--- src/rtl/core/sfr_pkg.sv ---
package sfr_pkg;

    // Sizing
    localparam int MAX_PATTERN_BYTES     = 8;
    localparam int MAX_REPLACEMENT_BYTES = 8;
    localparam int WINDOW_CAP            = 8;
    localparam int WIN_IDX_W             = $clog2(WINDOW_CAP);
    localparam int LEN_W                 = 4;
    localparam int CNT_W                 = 16;
    localparam int CFG_W                 = 64;
    localparam int CFG_IDX_W             = 2;

    // Effective length caps: the window never holds more than WINDOW_CAP bytes
    localparam int PLEN_CAP = (MAX_PATTERN_BYTES < WINDOW_CAP) ?
                              MAX_PATTERN_BYTES : WINDOW_CAP;
    localparam int RLEN_CAP = (MAX_REPLACEMENT_BYTES < WINDOW_CAP) ?
                              MAX_REPLACEMENT_BYTES : WINDOW_CAP;

    // Configuration register indexes
    typedef enum logic [CFG_IDX_W-1:0] {
        CFG_PATTERN_BYTES      = 2'd0,
        CFG_PATTERN_LENGTH     = 2'd1,
        CFG_REPLACEMENT_BYTES  = 2'd2,
        CFG_REPLACEMENT_LENGTH = 2'd3
    } t_cfg_idx;

    // Sequencer states
    typedef enum logic [2:0] {
        ST_IDLE,
        ST_SCAN,
        ST_REPL,
        ST_FLUSH,
        ST_FINAL
    } t_state;

    // Input word
    typedef struct packed {
        logic [7:0] text_byte;
        logic       end_of_text;
    } t_in_word;

    // Output word
    typedef struct packed {
        logic [7:0]       out_byte;
        logic             byte_valid;
        logic             last;
        logic [CNT_W-1:0] replacement_count;
    } t_out_word;

    // Clamp a configured length to a cap
    function automatic logic [LEN_W-1:0] clamp_len(input logic [LEN_W-1:0] v,
                                                   input logic [LEN_W-1:0] cap);
        logic [LEN_W-1:0] r;
        r = (v > cap) ? cap : v;
        return r;
    endfunction

endpackage

--- src/rtl/core/streaming_find_replace.sv ---
// Streaming find-and-replace. Text arrives one word per byte; leftmost,
// non-overlapping occurrences of the configured pattern (up to 8 bytes) are
// replaced by the configured replacement (0 to 8 bytes), other bytes pass
// through, and the final result of a text carries last and the saturating
// replacement count (a bare end marker with byte_valid low if the text
// produces no byte). One byte comparator bank and one emit step are reused
// by a small sequencer, one decision or one emitted byte per cycle while the
// output is not stalled, and the block takes no new word until the current
// one is resolved. The single-word output register holds its word while the
// downstream side stalls. Configuration is taken only while idle and no text
// word is offered; writing pattern_bytes or pattern_length discards any held
// partial match.
module streaming_find_replace
    import sfr_pkg::*;
(
    input  logic                 i_clk,
    input  logic                 i_rst_n,
    // text input
    input  logic                 i_valid,
    input  t_in_word             i_data,
    output logic                 o_stall,
    // result output
    output logic                 o_valid,
    output t_out_word            o_data,
    input  logic                 i_stall,
    // configuration writes
    input  logic                 i_cfg_valid,
    input  logic [CFG_IDX_W-1:0] i_cfg_index,
    input  logic [CFG_W-1:0]     i_cfg_data,
    output logic                 o_cfg_ready
);

    // Configuration registers
    logic [CFG_W-1:0] r_pat;
    logic [LEN_W-1:0] r_plen_raw;
    logic [CFG_W-1:0] r_rep;
    logic [LEN_W-1:0] r_rlen_raw;

    // Control and data state
    t_state               r_state, n_state;
    logic [7:0]           r_win [WINDOW_CAP];
    logic [7:0]           n_win [WINDOW_CAP];
    logic [LEN_W-1:0]     r_len, n_len;
    logic [CNT_W-1:0]     r_cnt, n_cnt;
    logic                 r_end, n_end;
    logic [WIN_IDX_W-1:0] r_ridx, n_ridx;
    logic [7:0]           r_pend, n_pend;
    logic                 r_pend_v, n_pend_v;
    logic                 r_ov;
    t_out_word            r_out;

    logic [LEN_W-1:0] plen, rlen, cmp_len;
    logic             agree, full_match, part_match;
    logic             in_take, cfg_we, out_free, emit_ok;
    logic             do_emit, push;
    logic [7:0]       emit_byte;
    t_out_word        push_word;

    assign plen = clamp_len(r_plen_raw, LEN_W'(PLEN_CAP));
    assign rlen = clamp_len(r_rlen_raw, LEN_W'(RLEN_CAP));

    // Handshakes; an offered text word keeps configuration out
    assign o_stall     = (r_state != ST_IDLE);
    assign o_cfg_ready = (r_state == ST_IDLE) && !i_valid;
    assign in_take     = i_valid && !o_stall;
    assign cfg_we      = i_cfg_valid && o_cfg_ready;
    assign out_free    = !r_ov || !i_stall;
    assign emit_ok     = !r_pend_v || out_free;
    assign o_valid     = r_ov;
    assign o_data      = r_out;

    // Shared compare unit: window prefix against pattern prefix
    assign cmp_len = (r_len < plen) ? r_len : plen;
    always_comb begin
        agree = 1'b1;
        for (int i = 0; i < WINDOW_CAP; i++) begin
            if ((LEN_W'(i) < cmp_len) && (r_win[i] != r_pat[8*i +: 8])) begin
                agree = 1'b0;
            end
        end
    end
    assign full_match = (plen != '0) && agree && (r_len == plen);
    assign part_match = (plen != '0) && agree && (r_len < plen);

    // Next state
    always_comb begin
        n_state = r_state;
        case (r_state)
            ST_IDLE: begin
                if (in_take) n_state = ST_SCAN;
            end
            ST_SCAN: begin
                if (full_match) begin
                    n_state = (rlen != '0) ? ST_REPL : ST_FINAL;
                end else if (part_match) begin
                    n_state = r_end ? ST_FLUSH : ST_FINAL;
                end else if (emit_ok && (r_len == LEN_W'(1))) begin
                    n_state = ST_FINAL;
                end
            end
            ST_REPL: begin
                if (emit_ok && ({1'b0, r_ridx} == rlen - LEN_W'(1))) n_state = ST_FINAL;
            end
            ST_FLUSH: begin
                if (emit_ok && (r_len == LEN_W'(1))) n_state = ST_FINAL;
            end
            ST_FINAL: begin
                if (r_end || r_pend_v) begin
                    if (out_free) n_state = ST_IDLE;
                end else begin
                    n_state = ST_IDLE;
                end
            end
            default: n_state = ST_IDLE;
        endcase
    end

    // Datapath and emit control
    always_comb begin
        n_win     = r_win;
        n_len     = r_len;
        n_cnt     = r_cnt;
        n_end     = r_end;
        n_ridx    = r_ridx;
        n_pend    = r_pend;
        n_pend_v  = r_pend_v;
        do_emit   = 1'b0;
        emit_byte = r_win[0];
        push      = 1'b0;
        push_word = '{out_byte: r_pend, byte_valid: 1'b1, last: 1'b0,
                      replacement_count: '0};
        case (r_state)
            ST_IDLE: begin
                if (in_take) begin
                    n_win[r_len[WIN_IDX_W-1:0]] = i_data.text_byte;
                    n_len  = r_len + LEN_W'(1);
                    n_end  = i_data.end_of_text;
                    n_ridx = '0;
                end
                if (cfg_we && ((t_cfg_idx'(i_cfg_index) == CFG_PATTERN_BYTES) ||
                               (t_cfg_idx'(i_cfg_index) == CFG_PATTERN_LENGTH))) begin
                    n_len = '0;
                end
            end
            ST_SCAN: begin
                if (full_match) begin
                    n_len  = '0;
                    n_ridx = '0;
                    if (r_cnt != '1) n_cnt = r_cnt + CNT_W'(1);
                end else if (!part_match && emit_ok) begin
                    do_emit   = 1'b1;
                    emit_byte = r_win[0];
                end
            end
            ST_REPL: begin
                if (emit_ok) begin
                    do_emit   = 1'b1;
                    emit_byte = r_rep[8*r_ridx +: 8];
                    n_ridx    = r_ridx + WIN_IDX_W'(1);
                end
            end
            ST_FLUSH: begin
                if (emit_ok) begin
                    do_emit   = 1'b1;
                    emit_byte = r_win[0];
                end
            end
            ST_FINAL: begin
                if (r_end) begin
                    if (out_free) begin
                        push      = 1'b1;
                        push_word = '{out_byte: r_pend_v ? r_pend : 8'd0,
                                      byte_valid: r_pend_v, last: 1'b1,
                                      replacement_count: r_cnt};
                        n_pend_v  = 1'b0;
                        n_cnt     = '0;
                        n_len     = '0;
                    end
                end else if (r_pend_v && out_free) begin
                    push     = 1'b1;
                    n_pend_v = 1'b0;
                end
            end
            default: ;
        endcase

        // Window bytes leave from the front
        if (do_emit && (r_state != ST_REPL)) begin
            for (int i = 0; i < WINDOW_CAP - 1; i++) begin
                n_win[i] = r_win[i+1];
            end
            n_len = r_len - LEN_W'(1);
        end

        // One byte staged so the final result can be flagged last
        if (do_emit) begin
            if (r_pend_v) push = 1'b1;
            n_pend   = emit_byte;
            n_pend_v = 1'b1;
        end
    end

    // Control registers
    always_ff @(posedge i_clk) begin
        if (!i_rst_n) begin
            r_state    <= ST_IDLE;
            r_len      <= '0;
            r_cnt      <= '0;
            r_pend_v   <= 1'b0;
            r_ov       <= 1'b0;
            r_pat      <= '0;
            r_plen_raw <= '0;
            r_rep      <= '0;
            r_rlen_raw <= '0;
        end else begin
            r_state  <= n_state;
            r_len    <= n_len;
            r_cnt    <= n_cnt;
            r_pend_v <= n_pend_v;
            if (push) begin
                r_ov <= 1'b1;
            end else if (!i_stall) begin
                r_ov <= 1'b0;
            end
            if (cfg_we) begin
                case (t_cfg_idx'(i_cfg_index))
                    CFG_PATTERN_BYTES:      r_pat      <= i_cfg_data;
                    CFG_PATTERN_LENGTH:     r_plen_raw <= i_cfg_data[LEN_W-1:0];
                    CFG_REPLACEMENT_BYTES:  r_rep      <= i_cfg_data;
                    CFG_REPLACEMENT_LENGTH: r_rlen_raw <= i_cfg_data[LEN_W-1:0];
                    default: ;
                endcase
            end
        end
    end

    // Payload registers
    always_ff @(posedge i_clk) begin
        r_win  <= n_win;
        r_end  <= n_end;
        r_ridx <= n_ridx;
        r_pend <= n_pend;
        if (push) r_out <= push_word;
    end

    // A held partial match is always shorter than the pattern
    a_held_short: assert property (@(posedge i_clk) disable iff (!i_rst_n)
        ((r_state == ST_IDLE) && (r_len != '0)) |-> (r_len < plen))
        else $error("held window not shorter than pattern");

    // Nothing stays staged once a word is resolved
    a_no_pend_idle: assert property (@(posedge i_clk) disable iff (!i_rst_n)
        (r_state == ST_IDLE) |-> !r_pend_v)
        else $error("staged byte left over at idle");

    // The end-of-text result clears count and window
    a_end_clears: assert property (@(posedge i_clk) disable iff (!i_rst_n)
        ((r_state == ST_FINAL) && r_end && out_free) |=>
        ((r_cnt == '0) && (r_len == '0) && r_ov && o_data.last))
        else $error("end of text did not clear state");

    // Replacement index stays inside the replacement
    a_ridx_range: assert property (@(posedge i_clk) disable iff (!i_rst_n)
        (r_state == ST_REPL) |-> ({1'b0, r_ridx} < rlen))
        else $error("replacement index out of range");

endmodule
--- config.mk ---
export PLATFORM = sky130hd
export DESIGN_NAME = streaming_find_replace
export DESIGN_NICKNAME = d
export VERILOG_FILES = /design/src/rtl/core/sfr_pkg.sv /design/src/rtl/core/streaming_find_replace.sv
export SDC_FILE = /design/constraint.sdc
export NUM_CORES = 1
export LEC_CHECK = 0
export BUFFER_PORTS_ARGS = -buffer_cell sky130_fd_sc_hd__clkbuf_2
export CAP_MARGIN = 10
export CORE_MARGIN = 4
export CORE_UTILIZATION = 31
export DETAILED_ROUTE_END_ITERATION = 10
export GPL_ROUTABILITY_DRIVEN = 0
export PLACE_DENSITY = 0.5
export SYNTH_ARGS = -nofsm -noshare
export SYNTH_HDL_FRONTEND = slang
export SYNTH_SLANG_ARGS = --single-unit
--- constraint.sdc ---
create_clock -name i_clk -period 5.9 [get_ports i_clk]
set_input_delay 1.18 -clock i_clk [delete_from_list [all_inputs] [get_ports i_clk]]
set_output_delay 1.18 -clock i_clk [all_outputs]
set_load 0.02 [all_outputs]
==> impl_metrics.toml <==
[detailed_routing]
drtIter0Drc = 609
dr_total_vias = 9123
detail_route.wl_per_cell_um = 18.64
route.detailed.drc = 0
drtPass1Iterations = 5
wirelength_mm = 33.94
via_per_inst = 5.010
antenna_left = 0

[pwr]
p_leak_uw = 0.004729
switching_share_pct = 27.52
p_comb_share_pct = 14.7
p_seq_share_pct = 46.4
p_int_uw = 3358
power.share.clock_pct = 39.0
p_sw_uw = 1275
peakVddDrop_mv = 0.1923
power_density_nw_per_um2 = 336.8

[cts]
post_cts_resize_count = 0
cts-buffers-inserted = 30
clkTransAtPathRegs_ps = 60
cts_tree = "done"
post-cts-setup-buffers = 0
htreeDepth = 1
clock_latency_ps = 580
hold_buffers = 0
root_buffer = "clkbuf_16"
cts.sinks = 263
clockBufferDepth = 3

[grt]
grt_use_total_pct = 16.02
grt_pass1_vias = 8856
gr-total-overflow = 0
grt_pass1_wl_mm = 52.34
antenna_found_initial = 0
grt_max_degree = 91

[final_layout]
finish.utilization_pct = 36.52
drive_above_1_share_pct = 15.04
insertedDiodeCount = 0
num-nets-final = 1377
area_growth_pct = 16.02
final_area_um2 = 13750

[place]
port_buffers = 108
dp_worst_setup_slack_ps = 1641
postPlaceCellArea_um2 = 12800
hpwl_mm = 24.33

[worst_setup_path]
path_class = "flip-flop to flip-flop"
crit_required_ps = 6130
cp.arrival_ps = 4520
cp-start-kind = "flip-flop"
r2r_cells = 12
end_kind = "flip-flop"
crit_path_max_fanout = 39

[timing]
setup_tns_ps = 0
skew_ps = 23.14
hold_viol_final = 0
rsz0062_at_grt = "no"
tightest_slew_ps = 1107
slew_headroom_pct = 26.19
hold_ws_ps = 448.9
min_period_ps = 4293
fin_ws_ps = 1607
finalCritPeriodShare_pct = 72.76
timing.final.max_slew_violations = 0
fmax_mhz = 232.9
setup_viol = 0

[hold_path]
hold_class = "flip-flop to flip-flop"
hold_depth = 2

[run]
max-cap-violations = 0

[synthesis]
synth_flop_cell = "dfxtp_1"
synth-edff-count = 102
yosysWarningCount = 0
syn-instance-count = 1204
synth_area_um2 = 11860
synth_cell_types = 62
ys_ff_latch = 263
seq_area_frac_synth_pct = 53.02
syn_avg_cell_area_um2 = 9.846
synth.net_count = 1295
synthArstFlopShare_pct = 0

[floorplan]
start_util_pct = 31.47
die_h_um = 203.6
core_area_um2 = 37670
pin_count = 109
die_w_um = 203.6
dieArea_um2 = 41430
rows = 71

[run_status]
outcome = "finished, final reports clean"
==> power groups by stage <==
| stage | Sequential (uW) | Clock, uW | Combinational (uW) |
|---|---|---|---|
| floorplan | 2140 | 0 | 509 |
| global placement | 2190 | 0 | 668 |
| detailed placement | 2190 | 0 | 679 |
| CTS | 2150 | 1860 | 682 |
| global route | 2160 | 1940 | 748 |
| finish | 2150 | 1800 | 679 |
==> cells by family (layout without fill, tap and decap cells) <==
kind of cell               Yosys count  after routing  synth area share (%)
muxes                               33             33                 4.475
adders and majority gates           11             11                 1.161
xor gates and xnor gates            70             70                 5.172
buffers and inverters               83            189                 3.409
and+or+nand+nor                    457            457                 17.52
AOI/OAI and AO/OA                  287            287                 15.24
DFF                                263            263                 53.02
==> cell usage after synthesis (3+ instances only) <==
| master | count | area share (%) |
|---|---|---|
| or2_2 | 3 | 0.16 |
| o22ai_1 | 3 | 0.16 |
| and4_1 | 3 | 0.22 |
| nor2b_1 | 11 | 0.58 |
| nor3_1 | 11 | 0.46 |
| o31ai_1 | 4 | 0.25 |
| nand2b_1 | 4 | 0.21 |
| edfxtp_1 | 102 | 26 |
| xnor2_1 | 68 | 5.0 |
| o211ai_1 | 4 | 0.25 |
| buf_2 | 8 | 0.34 |
| buf_6 | 9 | 0.85 |
| dfxtp_1 | 161 | 27 |
| nor2_1 | 37 | 1.2 |
| o21ai_0 | 34 | 1.4 |
| or2_1 | 4 | 0.21 |
| a31oi_1 | 7 | 0.37 |
| clkbuf_1 | 49 | 1.6 |
| or4_1 | 3 | 0.19 |
| inv_1 | 12 | 0.38 |
| and3_1 | 20 | 1.1 |
| mux2i_1 | 17 | 1.4 |
| ha_1 | 11 | 1.2 |
| or3_1 | 13 | 0.69 |
| nor4_1 | 5 | 0.26 |
| and2_1 | 5 | 0.26 |
| mux4_2 | 16 | 3.0 |
| a21oi_1 | 155 | 6.5 |
| nand2_1 | 289 | 9.2 |
| a22o_1 | 56 | 4.1 |
| nand4_1 | 24 | 1.3 |
| nand3_1 | 15 | 0.63 |
==> registers in the layout, summed over array words and instances (netlist names) <==
register    count
r_plen_raw      4
r_cnt          16
r_ridx          3
r_pend          8
r_pend_v        1
r_state         3
r_end           1
r_len           4
o_valid         1
r_pat          64
r_rep          64
o_data         26
r_rlen_raw      4
r_win          64
==> worst max-delay path: stages (launching register included) <==
cell	delay, ps
dfxtp_1	430
inv_1	120
nand2_1	150
ha_1	270
nor2b_4	150
o211ai_4	250
and3_4	250
o22ai_2	80
a221oi_2	410
nor4_4	150
a31oi_4	890
buf_4	430
or2_1	350
==> layout make-up <==
class                   instances  area [um2]
multi-input cells             858        5194
fillers                      3931       23910
inverters                      13       51.30
clock inverters                16       146.4
repair buffers                120       628.1
clock buffers                  40       809.5
well taps                     511       639.4
flip-flops and latches        263        6286
==> layer usage <==
metal	up-vias	track usage (%)	routed length [um]	part of all wire (%)
li1	4463	-	-	-
met4	0	3.951	682	2.0
met5	-	0	0	0
met3	45	2.624	1619	4.8
met2	202	25.37	15620	46
met1	4413	23.01	16010	47
==> cells in the final DEF (no fill, tap or decap), types with 4 or more instances in the layout <==
| master | netlist | routed |
|---|---|---|
| a21oi_1 | 155 | 154 |
| a22o_1 | 56 | 56 |
| a31oi_1 | 7 | 7 |
| and2_1 | 5 | 5 |
| and3_1 | 20 | 20 |
| buf_4 | 2 | 11 |
| clkbuf_1 | 49 | 9 |
| clkbuf_16 | 0 | 31 |
| clkbuf_2 | 1 | 108 |
| clkinv_1 | 0 | 9 |
| dfxtp_1 | 161 | 161 |
| edfxtp_1 | 102 | 102 |
| ha_1 | 11 | 11 |
| inv_1 | 12 | 12 |
| mux2i_1 | 17 | 17 |
| mux4_2 | 16 | 16 |
| nand2_1 | 289 | 289 |
| nand2b_1 | 4 | 4 |
| nand3_1 | 15 | 15 |
| nand4_1 | 24 | 24 |
| nor2_1 | 37 | 36 |
| nor2b_1 | 11 | 11 |
| nor3_1 | 11 | 11 |
| nor4_1 | 5 | 5 |
| o211ai_1 | 4 | 4 |
| o21ai_0 | 34 | 34 |
| o31ai_1 | 4 | 4 |
| or2_1 | 4 | 4 |
| or3_1 | 13 | 13 |
| xnor2_1 | 68 | 68 |
==> through the flow <==
stage          cells  total power (uW)
5_1_grt         1821              4843
3_5_place_dp    1765              2868
3_3_place_gp    1763              2855
6_report        1821              4633
4_1_cts         1821              4688
2_1_floorplan   1204              2654
==> final timing paths <==
check / from / to / slack [ps]
setup / recovery: r_plen_raw[3]$_SDFFE_PN0P_ / r_win[24]$_DFFE_PP_ / 1610
hold reg to reg: r_rep[12]$_SDFFE_PN0P_ / r_rep[12]$_SDFFE_PN0P_ / 450
hold / removal: r_rep[12]$_SDFFE_PN0P_ / r_rep[12]$_SDFFE_PN0P_ / 450
setup reg to reg: r_plen_raw[3]$_SDFFE_PN0P_ / r_win[24]$_DFFE_PP_ / 1610
Note: power is estimated with default switching activity, not from simulation.
